--- config.mk ---
export PLATFORM = sky130hd
export DESIGN_NAME = button_to_hid_key_report_unit
export DESIGN_NICKNAME = d
export VERILOG_FILES = /design/src/rtl/core/bhk_pkg.sv /design/src/rtl/core/bhk_cfg.sv /design/src/rtl/core/bhk_slots.sv /design/src/rtl/core/button_to_hid_key_report_unit.sv
export SDC_FILE = /design/constraint.sdc
export NUM_CORES = 1
export LEC_CHECK = 0
export BUFFER_PORTS_ARGS = -buffer_cell sky130_fd_sc_hd__buf_2
export CAP_MARGIN = 15
export CORE_UTILIZATION = 60
export CTS_CLUSTER_DIAMETER = 200
export CTS_CLUSTER_SIZE = 40
export DETAILED_ROUTE_END_ITERATION = 6
export PLACE_DENSITY = 0.78
export SETUP_SLACK_MARGIN = 0.5
export SYNTH_ARGS = -nofsm -noshare
export SYNTH_HDL_FRONTEND = slang
export SYNTH_SLANG_ARGS = --single-unit
--- constraint.sdc ---
create_clock -name clk -period 8.11 [get_ports clk]
set_input_delay 1.2165 -clock clk [delete_from_list [all_inputs] [get_ports clk]]
set_output_delay 1.2165 -clock clk [all_outputs]
set_load 0.02 [all_outputs]
--- src/rtl/core/bhk_pkg.sv ---
// ----------------------------------------------------------------------------
// bhk_pkg
// Shared types and constants for the button to HID key report unit.
// ----------------------------------------------------------------------------
package bhk_pkg;

  localparam int NUM_MAP_REGS = 4;   // buttons that own a mapping register
  localparam int OUT_SLOTS    = 6;   // key slots carried in a report
  localparam int CFG_IDX_W    = 3;
  localparam int CFG_DATA_W   = 20;

  // register indexes on the configuration port
  localparam logic [CFG_IDX_W-1:0] CFG_MAP0    = 3'd0;
  localparam logic [CFG_IDX_W-1:0] CFG_MAP1    = 3'd1;
  localparam logic [CFG_IDX_W-1:0] CFG_MAP2    = 3'd2;
  localparam logic [CFG_IDX_W-1:0] CFG_MAP3    = 3'd3;
  localparam logic [CFG_IDX_W-1:0] CFG_ENABLE  = 3'd4;
  localparam logic [CFG_IDX_W-1:0] CFG_TIMEOUT = 3'd5;

  localparam logic [15:0] MAP0_RST = 16'd44;
  localparam logic [15:0] MAP1_RST = 16'd40;
  localparam logic [15:0] MAP2_RST = 16'd30;
  localparam logic [15:0] MAP3_RST = 16'd31;
  localparam logic [NUM_MAP_REGS-1:0] ENABLE_RST = 4'hF;

  localparam logic [CFG_DATA_W-1:0] TIMEOUT_RST = 20'd180000;
  localparam logic [CFG_DATA_W-1:0] TIMEOUT_MIN = 20'd30000;
  localparam logic [CFG_DATA_W-1:0] TIMEOUT_MAX = 20'd600000;

  // one slot operation from the sequencer to the slot store
  typedef struct packed {
    logic       valid;
    logic       add;    // 1: add keycode, 0: remove keycode
    logic [7:0] code;
  } slot_op_t;

endpackage

--- src/rtl/core/bhk_cfg.sv ---
// ----------------------------------------------------------------------------
// bhk_cfg
// Configuration registers: button mappings, enable mask and sleep timeout.
// ----------------------------------------------------------------------------
module bhk_cfg
  import bhk_pkg::*;
(
  input  logic                    clk,
  input  logic                    rst,
  input  logic                    wr_en,
  input  logic [CFG_IDX_W-1:0]    wr_index,
  input  logic [CFG_DATA_W-1:0]   wr_data,
  output logic [15:0]             mapping [NUM_MAP_REGS],
  output logic [NUM_MAP_REGS-1:0] enable_mask,
  output logic [CFG_DATA_W-1:0]   timeout
);

  always_ff @(posedge clk) begin
    if (rst) begin
      mapping[0]  <= MAP0_RST;
      mapping[1]  <= MAP1_RST;
      mapping[2]  <= MAP2_RST;
      mapping[3]  <= MAP3_RST;
      enable_mask <= ENABLE_RST;
      timeout     <= TIMEOUT_RST;
    end else if (wr_en) begin
      case (wr_index)
        CFG_MAP0:   mapping[0]  <= wr_data[15:0];
        CFG_MAP1:   mapping[1]  <= wr_data[15:0];
        CFG_MAP2:   mapping[2]  <= wr_data[15:0];
        CFG_MAP3:   mapping[3]  <= wr_data[15:0];
        CFG_ENABLE: enable_mask <= wr_data[NUM_MAP_REGS-1:0];
        CFG_TIMEOUT: begin
          // out of range values are dropped
          if (wr_data >= TIMEOUT_MIN && wr_data <= TIMEOUT_MAX) timeout <= wr_data;
        end
        default: ;
      endcase
    end
  end

endmodule

--- src/rtl/core/bhk_slots.sv ---
// ----------------------------------------------------------------------------
// bhk_slots
// Key slot store with a shared add / remove compare unit, one op per cycle.
// ----------------------------------------------------------------------------
module bhk_slots
  import bhk_pkg::*;
#(
  parameter int SLOTS = 6
) (
  input  logic       clk,
  input  logic       rst,
  input  slot_op_t   op,
  output logic [7:0] slot [SLOTS]
);

  logic [SLOTS-1:0] match;
  logic [SLOTS-1:0] empty;
  logic [SLOTS-1:0] first_empty;
  logic             seen;

  always_comb begin
    seen = 1'b0;
    for (int i = 0; i < SLOTS; i++) begin
      match[i]       = (slot[i] == op.code);
      empty[i]       = (slot[i] == 8'd0);
      first_empty[i] = empty[i] && !seen;
      seen           = seen || empty[i];
    end
  end

  always_ff @(posedge clk) begin
    if (rst) begin
      for (int i = 0; i < SLOTS; i++) slot[i] <= 8'd0;
    end else if (op.valid) begin
      if (op.add) begin
        // keycode 0 and duplicates are not added; full store drops it
        if (op.code != 8'd0 && match == '0) begin
          for (int i = 0; i < SLOTS; i++) begin
            if (first_empty[i]) slot[i] <= op.code;
          end
        end
      end else begin
        for (int i = 0; i < SLOTS; i++) begin
          if (match[i]) slot[i] <= 8'd0;
        end
      end
    end
  end

endmodule

--- src/rtl/core/button_to_hid_key_report_unit.sv ---
// ----------------------------------------------------------------------------
// button_to_hid_key_report_unit
// Turns button polls into 6-key rollover keyboard reports and sleep requests.
// ----------------------------------------------------------------------------
// Each poll beat carries the button levels and a wrapping millisecond time.
// Enabled buttons whose level differs from their held bit are handled in
// index order: a press adds the keycode to the first free slot (not for
// keycode 0, a duplicate, or a full store), a release empties every slot
// with that keycode. Each change gives one report beat (modifier OR of held
// buttons plus six slots). A poll with no change checks the wrapping time
// since last activity and, past the timeout, gives one sleep beat with an
// all-zero report. last_of_run marks the final beat of a poll; a poll with
// nothing to say gives no beat. Rate: one poll at a time; the sequencer
// visits one button per cycle through the shared slot compare unit, but
// holds on a changed button while its report beat is built and until the
// sink takes it. It stops after the last changed button. Config writes
// are always taken and apply at once.
module button_to_hid_key_report_unit
  import bhk_pkg::*;
#(
  parameter int NUM_KEYS_IN  = 4,
  parameter int REPORT_SLOTS = 6
) (
  input  logic                  clk,
  input  logic                  rst,
  // poll channel
  input  logic                  in_valid,
  output logic                  in_ready,
  input  logic [3:0]            pressed_mask,
  input  logic [31:0]           now_ms,
  // report channel
  output logic                  out_valid,
  input  logic                  out_ready,
  output logic [7:0]            modifier_bits,
  output logic [7:0]            key_slot_a,
  output logic [7:0]            key_slot_b,
  output logic [7:0]            key_slot_c,
  output logic [7:0]            key_slot_d,
  output logic [7:0]            key_slot_e,
  output logic [7:0]            key_slot_f,
  output logic                  sleep_request,
  output logic                  last_of_run,
  // configuration channel
  input  logic                  cfg_valid,
  output logic                  cfg_ready,
  input  logic [CFG_IDX_W-1:0]  cfg_index,
  input  logic [CFG_DATA_W-1:0] cfg_data
);

  // only buttons with a mapping register can ever be enabled
  localparam int BTN   = (NUM_KEYS_IN < NUM_MAP_REGS) ? NUM_KEYS_IN : NUM_MAP_REGS;
  localparam int IDX_W = (BTN > 1) ? $clog2(BTN) : 1;

  typedef enum logic [2:0] {IDLE, STEP, EMIT, TOCHK, WAIT} state_t;

  state_t                  state;
  logic [IDX_W-1:0]        idx;
  logic [BTN-1:0]          pend;       // buttons still to be handled
  logic [BTN-1:0]          pressed;
  logic [BTN-1:0]          held;
  logic [31:0]             now;
  logic [31:0]             last_activity;

  logic [15:0]             mapping [NUM_MAP_REGS];
  logic [NUM_MAP_REGS-1:0] enable_mask;
  logic [CFG_DATA_W-1:0]   timeout;

  slot_op_t                op;
  logic [7:0]              slot_q   [REPORT_SLOTS];
  logic [7:0]              rep_slot [OUT_SLOTS];
  logic [BTN-1:0]          chg;
  logic [7:0]              mods;
  logic [31:0]             idle_time;
  logic                    asleep;

  assign cfg_ready = 1'b1;
  assign in_ready  = (state == IDLE);

  bhk_cfg u_cfg (
    .clk         (clk),
    .rst         (rst),
    .wr_en       (cfg_valid),
    .wr_index    (cfg_index),
    .wr_data     (cfg_data),
    .mapping     (mapping),
    .enable_mask (enable_mask),
    .timeout     (timeout)
  );

  // slot op issued while the sequencer sits on a changed button
  always_comb begin
    op.valid = (state == STEP) && pend[idx];
    op.add   = pressed[idx];
    op.code  = mapping[idx][7:0];
  end

  bhk_slots #(.SLOTS(REPORT_SLOTS)) u_slots (
    .clk  (clk),
    .rst  (rst),
    .op   (op),
    .slot (slot_q)
  );

  // fewer slots than the report carries read as empty
  for (genvar j = 0; j < OUT_SLOTS; j++) begin : g_rep
    if (j < REPORT_SLOTS) begin : g_have
      assign rep_slot[j] = slot_q[j];
    end else begin : g_none
      assign rep_slot[j] = 8'd0;
    end
  end

  // changes are fixed at poll time: each button only touches its own held bit
  assign chg = (pressed_mask[BTN-1:0] ^ held) & enable_mask[BTN-1:0];

  always_comb begin
    mods = 8'd0;
    for (int i = 0; i < BTN; i++) begin
      if (held[i]) mods = mods | mapping[i][15:8];
    end
  end

  // wrapping idle time; any change would have stamped activity to now
  assign idle_time = now - last_activity;
  assign asleep    = idle_time > {12'd0, timeout};

  always_ff @(posedge clk) begin
    if (rst) begin
      state         <= IDLE;
      idx           <= '0;
      pend          <= '0;
      held          <= '0;
      last_activity <= 32'd0;
      out_valid     <= 1'b0;
      last_of_run   <= 1'b0;
      sleep_request <= 1'b0;
    end else begin
      case (state)
        IDLE: begin
          if (in_valid) begin
            pressed <= pressed_mask[BTN-1:0];
            now     <= now_ms;
            pend    <= chg;
            idx     <= '0;
            state   <= (chg != '0) ? STEP : TOCHK;
          end
        end
        STEP: begin
          if (pend[idx]) begin
            pend[idx]     <= 1'b0;
            held[idx]     <= pressed[idx];
            last_activity <= now;
            state         <= EMIT;
          end else begin
            idx <= idx + IDX_W'(1);
          end
        end
        EMIT: begin
          // slots and held bits now reflect this change
          out_valid     <= 1'b1;
          modifier_bits <= mods;
          key_slot_a    <= rep_slot[0];
          key_slot_b    <= rep_slot[1];
          key_slot_c    <= rep_slot[2];
          key_slot_d    <= rep_slot[3];
          key_slot_e    <= rep_slot[4];
          key_slot_f    <= rep_slot[5];
          sleep_request <= 1'b0;
          last_of_run   <= (pend == '0);
          state         <= WAIT;
        end
        TOCHK: begin
          if (asleep) begin
            out_valid     <= 1'b1;
            modifier_bits <= 8'd0;
            key_slot_a    <= 8'd0;
            key_slot_b    <= 8'd0;
            key_slot_c    <= 8'd0;
            key_slot_d    <= 8'd0;
            key_slot_e    <= 8'd0;
            key_slot_f    <= 8'd0;
            sleep_request <= 1'b1;
            last_of_run   <= 1'b1;
            state         <= WAIT;
          end else begin
            state <= IDLE;
          end
        end
        WAIT: begin
          if (out_ready) begin
            out_valid <= 1'b0;
            if (last_of_run) begin
              state <= IDLE;
            end else begin
              idx   <= idx + IDX_W'(1);
              state <= STEP;
            end
          end
        end
        default: state <= IDLE;
      endcase
    end
  end

endmodule

-- Word-level counts from Yosys, hierarchy flattened
Index checks and enable logic that the tools add are counted.
- output and inout bits: 61
- word-level logic and storage cells: 190
- flip-flop bits (word level): 276
- bits of input ports: 64
- reduce and logical (&&, ||, !) cells: 60
- $add $sub $neg: 2
- muxes and demuxes: 56
- magnitude comparators: 6
- equality and inequality tests: 28
- bitwise operators: 9
- operators with widths (cell ; count):
    $mux 8 ; 19
    $pmux 8 s2 ; 7
    $mux 48 ; 2
    $eq 8x8->1 ; 6
    $logic_not 8->1 ; 6
    $bmux 16 s2 ; 1
    $gt 32x20->1 ; 1
    $sub 32x32->32 ; 1
    $or 8x8->8 ; 3
    $reduce_and 4->1 ; 6
    $ge 20x15->1 const B ; 1
    $le 20x20->1 const B ; 1
    $reduce_and 3->1 ; 6
    $ne 2x1->1 const B ; 8
    $reduce_bool 2->1 ; 8
    $pmux 3 s5 ; 1
    $reduce_and 2->1 ; 7
    $eq 3x2->1 const B ; 4
    $mux 3 ; 4
    $mux 2 ; 5
    $ne 2x2->1 const B ; 5
    $eq 3x3->1 const B ; 3
    $logic_and 1x1->1 ; 9
    $and 4x4->4 ; 2
    27 further kinds ; 45

-- Depth between registers and ports, before layout
Gate-level depths: netlist of run 1.
- depth in word-level cells: 10
- gate-level depth with buffers: 23
- gate-level depth less buffers: 23

-- Hierarchy
A second synthesis of run 1 with hierarchy kept.
- cell total of the unflattened synthesis: 1589
- area, all modules: 14355.0 um^2
- by module, submodules not included (module ; cells each ; instances ; sequential area each (um^2) ; area an instance (um^2)):
    button_to_hid_key_report_unit ; 862 ; 1 ; 3723.6 ; 8182.8
    bhk_cfg ; 410 ; 1 ; 1761.7 ; 3413.3
    bhk_slots ; 317 ; 1 ; 960.9 ; 2758.9

-- Least setup slack after synthesis of run 1
No wires, ideal clock.
- path kind: register -> register
- start point: reg now[0]
- end point: reg key_slot_a[0], enable pin
- setup time: 0.470 ns
- path buffers: 0
- clock period less this slack: 6.613 ns
- cell stages (with the launch flop): 24
- setup slack: 1.497 ns
- data required time: 7.640 ns
- arrival: 6.144 ns
- path through: edfxtp_1 > inv_1 > ha_1 > inv_1 > fa_1 > a211oi_1 > o21ai_1 > a31oi_1 > o21ai_0 > a21oi_1 > o21ai_0 > a21o_1 > a21oi_1 > xnor2_1 > ha_1 > nand2_1 > o21ai_0 > nor2b_1 > a21oi_1 > o21ai_0 > o311a_1 > o2111ai_2 > nor4_4 > nor2_1
- word-level cells in the longest chain between the ends: 4
- RTL lines (what ; line ; source):
    start: declaration ; button_to_hid_key_report_unit.sv:61 ; logic [31:0] now;
    start signal: assignment ; button_to_hid_key_report_unit.sv:142 ; now <= now_ms;
    $sub 32x32->32 ; button_to_hid_key_report_unit.sv:124 ; assign idle_time = now - last_activity;
    $gt 32x20->1 ; button_to_hid_key_report_unit.sv:125 ; assign asleep = idle_time > {12'd0, timeout};
    $ne 2x2->1 (no source line) ; n/a ;
    $reduce_and 3->1 (no source line) ; n/a ;
    end signal: assignment ; button_to_hid_key_report_unit.sv:162 ; key_slot_a <= rep_slot[0];
    end: declaration ; button_to_hid_key_report_unit.sv:35 ; output logic [7:0] key_slot_a,
Every way passes these cells.
A chain may end at the register's enable or synchronous reset.

-- Worst setup path after layout of run 1
- start point: reg now[0]
- end point: reg key_slot_a[6], enable pin
Same word-level chain as after synthesis.

==> results by stage, run 1 <==
Run status:
- The flow ran to the end, and the final reports show no timing, DRC or antenna violations.

Cells and area:
- The area growth from synthesis to layout is 7.725%.
- The number of antenna cells inserted is 0.
- Summing all non-filler instances in the final layout gives an area of ~15,000 µm².
- Of the cells placed in the final design, the portion with a size suffix greater than 1 is approximately 12%.
- The net count of the finished layout is 1,685.

Setup path:
- The worst reg-to-reg path cell count is 23.
- STA classifies the critical path endpoint as a flip-flop.
- The startpoint of the worst setup timing path is now[0].
- The category of the most critical setup path is flip-flop to flip-flop.
- For the worst setup path, the data required time is roughly 8300 ps.
- The terminus of the critical flop-to-flop path is key_slot_a[6].
- The capturing element of the worst setup path is key_slot_a[6].
- In this run the register-to-register setup slack is ~2500 ps.
- In this run the critical register-to-register path is launched from now[0].
- The arrival time reported for the critical path endpoint is between 5000 and 6000 ps.
- The critical-path maximum fanout is 56.
- The worst setup path is launched from a flip-flop.

Logic synthesis:
- The portion of synthesized cell area occupied by the leading cell type is a little over a quarter.
- The cell type contributing the most total cell area after synthesis is dfxtp_1.
- The synthesized design contains 92 enable-type register cells.
- The number of warnings issued by yosys is 0.
- After synthesis, the netlist uses 72 different library cells.
- The fraction of synthesis flops using an asynchronous set or reset pin is 0%.
- The commonest cells after synthesis are nand2_1, dfxtp_1, a21oi_1.
- The most frequent cell after synthesis is nand2_1.
- The post-synthesis instance area is between 10,000 and 15,000 µm².
- The synthesized design contains about 280 register bits.
- After technology mapping, the gate count stands at ~1,500.
- In the post-synthesis netlist, the biggest area contributors are dfxtp_1, edfxtp_1, nand2_1.
- The number of nets in the synthesized netlist is approximately 1,600.
- The most common flop cell mapped by yosys is dfxtp_1.
- Sequential cells were found to cover 46.93% of the synthesized design area.
- The synthesized area divided by synthesized cell count is approximately 9.2 µm².

GRT:
- The final global-route overflow total is 0.
- The first-pass GRT wire length is around 53 mm.
- The number of global-route vias before repair is roughly 11,000.
- Entering global routing, the biggest net connects 92 pins.
- For this run, the total global-route usage over all layers was measured as between 20% and 30%.
- The number of antenna violations at the first check in global routing is 0.

Clock network:
- The quantity of hold-fixing buffers added after cts is 0.
- The total setup buffers inserted after CTS is 0.
- In this run the number of H-tree levels came out at 1.
- The longest clock path from root to sink contains 3 buffers.
- Clock-pin slew was measured on the worst setup and hold paths at roughly 140 ps.
- The cell sitting at the root of the clock tree is a clkbuf_16.
- The number of sinks driven by the clock tree is 276.
- The count of instances resized after the clock tree is built is 0.
- The CTS tree is yes.
- In this run, CTS created clock tree buffers numbering 10.
- At the later pin of the worst-skew pair, clock insertion delay measures ~500 ps.

Placed design:
- The placed instances occupy a cell area of around 14,000 µm².
- The placer's final routability congestion estimate is between 0.9 and 1.
- During placement, the flow inserted port buffers numbering about 120.
- The post-detailed-placement half-perimeter wirelength is around 23 mm.
- Timing analysis after detailed placement gives a worst setup slack of about 2500 ps.

STA:
- The clock period could shrink to ~5600 ps.
- The final-report setup violation count is 0.
- Across all hold checks on the routed design, the worst slack comes to 463.4 ps.
- Setup repair after global routing left no endpoint under its margin.
- The total negative setup slack is 0 ps.
- The post-route clock skew is 29.46 ps.
- At the pin with the least slew margin, the transition time is 1097 ps.
- The post-route fraction of the period consumed by the critical path is between 60% and 70%.
- The maximum clock rate is 179.4 MHz.
- After layout, the worst setup slack is between 2000 and 3000 ps.
- The final max-slew violation count is 0.
- The final count of hold timing violations was 0.
- The worst relative slew slack is 26.69%.

Floorplan:
- The die is roughly 150 µm wide.
- For this configuration, the core starts out at a cell density of 61.97%.
- The row count is 54.
- Pin placement for this block handled around 130 I/O pins.
- Measured along the y axis, the die boundary spans 153.3 µm.
- The area of the placeable core is 22,160 µm².
- The area of the die is between 20,000 and 25,000 µm².

Hold path:
- The min-delay analysis places its worst path in the category flip-flop to flip-flop.

Drt:
- The via total after detailed routing is 11,010.
- In the final routed layout, each cell accounts on average for 17.65 µm.
- The number of detailed-route iterations in the first pass is 5.
- The count of routing violations after the opening detailed-route iteration is 715.
- The number of remaining DRC errors is 0.
- After detailed routing, the total wire length is 32.64 mm.
- In the routed layout, each cell is associated on average with a via count of roughly 6.
- The number of antenna-violating nets in the routed design is 0.

Run:
- The max-capacitance violation count is 0.

Power and ir drop:
- The static leakage power is about 5.5 nW.
- Dividing total power by cell area gives a power density of roughly 170 nW/µm².
- Across the VDD grid, the largest voltage drop is 0.1543 mV.
==> worst min path at each step <==
| stage | start | end | slack (ps) | depth (start not counted) |
|---|---|---|---|---|
| 6_report | last_activity[19] | last_activity[19] | 460 | 2 |
| 5_1_grt | last_activity[1] | last_activity[1] | 480 | 2 |
| 4_1_cts | u_cfg.mapping[30] | u_cfg.mapping[30] | 470 | 2 |
| 3_5_place_dp | last_activity[16] | last_activity[16] | 450 | 2 |
| 3_3_place_gp | last_activity[13] | last_activity[13] | 440 | 2 |
| 2_1_floorplan | u_cfg.enable_mask[0] | u_cfg.enable_mask[0] | 440 | 1 |
==> final cells by class <==
cell class | instances | area [µm²]
flip-flops and latches | 276 | 6446
fillers | 1854 | 7366
repair buffers | 140 | 745.7
well taps | 280 | 350.3
multi-input cells | 1048 | 6604
inverters | 89 | 334.1
clock buffers | 16 | 315.3
==> metrics by stage <==
step           std cells  util (%)  power, mW
2_1_floorplan       1493         -      1.742
3_5_place_dp        1833     65.34      1.841
4_1_cts             1849     66.76      2.502
5_1_grt             1849     66.76      2.596
3_3_place_gp        1833     65.34      1.833
6_report            1849     66.76      2.501
==> power breakdown <==
part	switching [mW]	total (mW)	internal, mW
registers	0.0193	1.47	1.45
clock network	0.412	0.686	0.274
logic	0.214	0.341	0.127
==> registers in the layout (all words and copies together) (netlist names), 2 cells and up <==
signal,count
key_slot_f,8
key_slot_e,8
pend,4
last_activity,32
key_slot_a,8
now,32
modifier_bits,8
key_slot_c,8
state,3
u_cfg.timeout,20
held,4
u_cfg.mapping,64
u_slots.slot,48
u_cfg.enable_mask,4
key_slot_b,8
pressed,4
key_slot_d,8
idx,2
==> metal layers <==
metal | GRT usage, % | up-vias | wire (µm)
met2 | 50.71 | 404 | 16530
met4 | 10.20 | 0 | 1120
li1 | - | 5363 | -
met1 | 34.01 | 5174 | 13070
met3 | 3.090 | 69 | 1923
met5 | 0 | - | 0
==> worst max-delay path, cell delays in order (launching register included) <==
cell and delay (ps):
edfxtp_1 410, inv_1 70, ha_1 150, inv_1 50, fa_1 410, a211oi_1 240, o21ai_1 150, a31oi_1 420
o21ai_0 250, a21oi_1 250, o21ai_0 190, a21o_1 210, a21oi_1 180, xnor2_1 150, ha_1 260, nand2_1 60
o21ai_0 100, a211o_1 230, o21ai_0 230, o311a_1 220, o2111ai_2 160, nor4_4 440, nor2_4 40, buf_4 340
==> cells in the final DEF, fill, tap and decap left out, drive strengths merged, types with 3 or more instances in the layout <==
| cell type | count |
|---|---|
| xor2 | 15 |
| buf | 140 |
| o22ai | 19 |
| a21oi | 159 |
| o21a | 4 |
| o2bb2ai | 25 |
| mux2 | 10 |
| o21ai | 55 |
| clkbuf | 16 |
| mux4 | 10 |
| a22oi | 16 |
| and3 | 4 |
| or3 | 6 |
| nor3 | 14 |
| a31oi | 8 |
| nand2b | 7 |
| a21o | 12 |
| a221oi | 3 |
| nor4 | 22 |
| a2bb2o | 8 |
| nor2 | 78 |
| xnor2 | 63 |
| mux2i | 22 |
| inv | 89 |
| dfxtp | 184 |
| a211o | 5 |
| edfxtp | 92 |
| nor2b | 9 |
| nand3 | 18 |
| and2 | 35 |
| nand4 | 25 |
| a211oi | 5 |
| nand2 | 276 |
| ha | 55 |
| a32oi | 3 |
| nand3b | 15 |
| o211ai | 14 |
==> cell families after synthesis <==
kind of cell    count (synthesis)  share of synthesized area [%]
flops                         276                          46.93
other cells                     1                        0.02730
simple gates                  516                          17.33
compound gates                355                          16.32
xor+xnor                       78                          4.974
buf+inv                       169                          5.174
mux                            42                          4.090
fa+ha+maj                      56                          5.156
Note: power is estimated with default switching activity, not from simulation.
==> run 2: changes to the inputs <==
ABC_AREA = 1   (was not set)
clock period = 5.3 ns   (was 8.11 ns; I/O delays follow)
==> run 2 against run 1 <==
Register-to-register slack got worse by 1400 ps. Routed wire length is 10% higher. Maximum frequency is 33% higher. Critical path type unchanged. Highest routed layer unchanged. Sequential power grew 75%. Critical endpoint is now modifier_bits[2]. Combinational power grew to 7.8 times the previous value.
==> results by stage, run 2 <==
Run status:
- The run finished with clean final reports.

Logic synthesis:
- The synthesized flop and latch total is 276 (unchanged).
- Ranked by total cell area, the synthesized netlist is headed by dfxtp_1, edfxtp_1, nand2_1.
- The portion of synthesized cell area occupied by the leading cell type was 25.38% (-1.4 points).
- The fraction of synthesis flops using an asynchronous set or reset pin is 0% (unchanged).
- The synthesized area divided by synthesized cell count came to 7.472 µm² (-19%).
- The net count after synthesis came to 2,062 (+28%).
- The post-synthesis cell type count is 54 (-25%).
- The count of mapped cells out of synthesis came to 1,942 (+30%).
- The sequential-to-total area share from yosys stat came to 44.42% (-2.5 points).
- The most frequent cell after synthesis is nand2_1.
- Summed over all instances, the cell type with the most area after synthesis is dfxtp_1.
- In the synthesized netlist the dominant register cell turns out to be dfxtp_1.
- The number of warnings issued by yosys came to 0 (unchanged).
- The number of synthesized flops with an enable pin is 92 (unchanged).
- The post-synthesis instance area is 14,510 µm² (+5.7%).
- By count the netlist is led by nand2_1, nor2_1, inv_1.

Hold path:
- In this run the most critical hold path is launched from now_ms[27].
- The worst hold path cell count is 1 (-1).
- The endpoint with the worst hold slack is now[27].
- The path class of the tightest hold or removal check is input pin to flip-flop.

Drt:
- The total length of routed met3 wires came to 1.723 mm (-10%).
- The met2 wire length is 17.89 mm (+8.2%).
- The wire length on met1 is 14.92 mm (+14%).
- The via total after detailed routing is 12,780 (+16%).
- The count of routing violations after the opening detailed-route iteration is 927 (+30%).
- The number of antenna-violating nets in the routed design is 0 (unchanged).
- The wire length reported by the detailed router came to 35.90 mm (+10%).
- The number of remaining DRC errors was 0 (unchanged).
- The number of detailed-route iterations in the first pass is 7 (+2).
- The wire length per cell is 15.31 µm (-13%).
- The detail-routed via count per cell is 5.449 (-8.5%).
- After detailed routing, no signal wire sits above met4.

Clock network:
- The number of sinks driven by the clock tree came to 276 (unchanged).
- The clock tree root driver cell is clkbuf_16.
- The number of buffers added by the clock tree synthesis step was 10 (unchanged).
- The buffer levels on the longest clock path was 3 (unchanged).
- The quantity of hold-fixing buffers added after cts is 0 (unchanged).
- The CTS clock-pin slew for the worst setup and hold paths came to 140 ps (about the same).
- The H-tree depth was 1 (unchanged).
- The clock insertion delay at the later pin of the skew report is 500 ps (about the same).
- The CTS tree is yes.
- The count of instances resized after the clock tree is built is 0 (unchanged).
- The total setup buffers inserted after CTS is 0 (unchanged).

Cells and area:
- The number of antenna cells inserted is 0 (unchanged).
- Leaving out fill and tap cells, the most frequent cells in the layout are nand2_1, nor2_1, inv_1, dfxtp_1, buf_2.
- The largest registers in the layout are u_cfg.mapping (64), u_slots.slot (48).
- The most flop-heavy register is u_cfg.mapping.
- The number of flip-flops in the largest register came to 64 (unchanged).
- The fraction of layout cells with a size suffix above 1 is 8.835% (-3.5 points).
- The number of filler cells placed in the layout came to 2,098 (+13%).
- The count of nets after finishing is 2,142 (+27%).
- Relative to the synthesized area, the layout overhead comes to 7.890%.
- The most common cell after layout, fill and taps aside is nand2_1.
- The share of the core filled with cells is 66.30% (-0.46 points).

GRT:
- The final global-route overflow total came to 0 (unchanged).
- The maximum number of pins on one net before global-route repair is 106 (+15%).
- The number of global-route vias before repair is 12,020 (+14%).
- The first-pass GRT wire length was 58.23 mm (+10%).
- The total track usage is 29.57% (+1.7 points).
- The number of antenna violations at the first check in global routing came to 0 (unchanged).

Setup path:
- The terminus of the critical flop-to-flop path is modifier_bits[2].
- The worst reg-to-reg path cell count is 26 (+13%).
- The critical-path maximum fanout came to 56 (unchanged).
- The worst stage delay on the critical path is 550 ps (+110 ps).
- The cell that appears most often on the critical path is nand2_1.
- The setup path with the least slack is of type flip-flop to flip-flop.
- The worst path required time was 5450 ps (-2850 ps).
- The reg-to-reg setup timing slack is 1100 ps (-1440 ps).
- The largest individual stage delay along the critical path comes from the cell buf_4.
- The arrival time reported for the critical path endpoint is 4350 ps (-1410 ps).
- The startpoint type of the worst setup path is a flip-flop.
- In this design, the largest share of critical-path delay is due to simple AND/OR/NAND/NOR gates.
- The sum of buffers and inverters on the critical path is 4 (+1).
- The startpoint of the worst-slack reg-to-reg timing path is now[0].
- The category of the worst setup path capture point is a flip-flop.

STA:
- The final max-slew violation count is 0 (unchanged).
- The post-route fraction of the period consumed by the critical path is 79.34% (+11 points).
- The post-route clock skew is 18.67 ps (-10.80 ps).
- The slew at the pin closest to its max-slew limit was 1082 ps (-15.01 ps).
- Setup repair after global routing left no endpoint under its margin.
- The worst relative slew slack came to 27.70% (+1.0 points).
- The final-report setup violation count is 0 (unchanged).
- The maximum clock rate is 237.8 MHz (+33%).
- The total negative setup slack is 0 ps (unchanged).
- The final count of hold timing violations is 0 (unchanged).
- The shortest period the worst path allows is 4205 ps (-1370 ps).

Floorplan:
- The area of the die is 24,810 µm² (+5.6%).
- The area of the placeable core was 23,610 µm² (+6.5%).
- The I/O pin count is 125 (unchanged).
- The chip width was 157.5 µm (+2.8%).
- The row count is 56 (+3.7%).
- The starting density of the core is 61.46% (-0.52 points).
- The y dimension of the die came to 157.5 µm (+2.8%).

Run:
- The max-capacitance violation count is 0 (unchanged).

Placed design:
- The placer's final routability congestion estimate is 0.9028 (-7.1%).
- The post-detailed-placement half-perimeter wirelength was 25.64 mm (+9.2%).
- The count of port buffers added during placement is 123 (unchanged).

Power and ir drop:
- The cell area power density was 401.1 nW/µm² (+140%).
- The static leakage power was 7.352 nW (+34%).
- The largest voltage drop on the vdd net is 0.3024 mV (+96%).
-- run 2: cell count changes after synthesis, sizes merged, moves of 42 or more --
cell and delta:
nor2 +217, nand3 +62, o21ai +56, xnor2 -60
inv +179, a21oi -56, xor2 +42, nand2 +200
-- run 2: report_power, final --
part           internal (mW)  total (mW)  switching, mW
clock network          0.438        1.05          0.614
logic                  0.830        2.65           1.82
registers               2.46        2.57          0.115
-- run 2: logic make-up after synthesis --
group	Yosys count	synth area share, %
AND/OR/NAND/NOR	948	27.37
buffers and inverters	335	9.002
flip-flops	276	44.42
AO/OA/AOI/OAI	266	10.68
XOR/XNOR	60	3.621
adder cells (fa/ha/maj)	56	4.880
other	1	0.02584
-- run 2: worst max path at each step --
stage / to / from / slack [ps] / cells past startpoint
2_1_floorplan: key_slot_a[0] / now[0] / 1050 / 25
3_3_place_gp: modifier_bits[4] / now[0] / 1280 / 26
3_5_place_dp: modifier_bits[4] / now[0] / 1180 / 26
4_1_cts: modifier_bits[2] / now[0] / 1120 / 26
5_1_grt: key_slot_e[3] / now[0] / 740 / 27
6_report: modifier_bits[2] / now[0] / 1100 / 26
-- run 2: cell type report --
class	count	area, µm²	area share (%)
multi-input combinational	1331	6782	43.31
inverter	270	1018	6.505
clock inverter	1	30.03	0.1918
timing repair buffer	133	690.7	4.411
sequential	276	6446	41.17
clock buffer	15	290.3	1.854
tap	319	399.1	2.549
-- run 2: worst reg2reg max path, delay by kind of cell (launching register included) --
kind,cells,cell delay (ps)
simple gates,15,1200
compound gates,3,500
fa+ha+maj,3,850
flops,1,380
xor+xnor,1,90
buf+inv,4,770
-- run 2: metal layers --
layer | up-vias | GRT usage [%]
li1 | 6407 | -
met1 | 5937 | 35.60
met2 | 350 | 53.83
met3 | 85 | 2.753
met4 | 0 | 12.16
met5 | - | 0
-- run 2: stage by stage --
stage | power [mW] | setup WS, ps | std cells | hold WS (ps) | cell area (µm²)
2_1_floorplan | 4.552 | 1053 | 1942 | 422.5 | 14510
3_3_place_gp | 5.175 | 1275 | 2329 | 438.2 | 15340
3_5_place_dp | 5.244 | 1178 | 2329 | 445.2 | 15340
4_1_cts | 6.289 | 1122 | 2345 | 448.9 | 15660
5_1_grt | 6.735 | 736.4 | 2345 | 434.9 | 15660
6_report | 6.280 | 1095 | 2345 | 455.5 | 15660
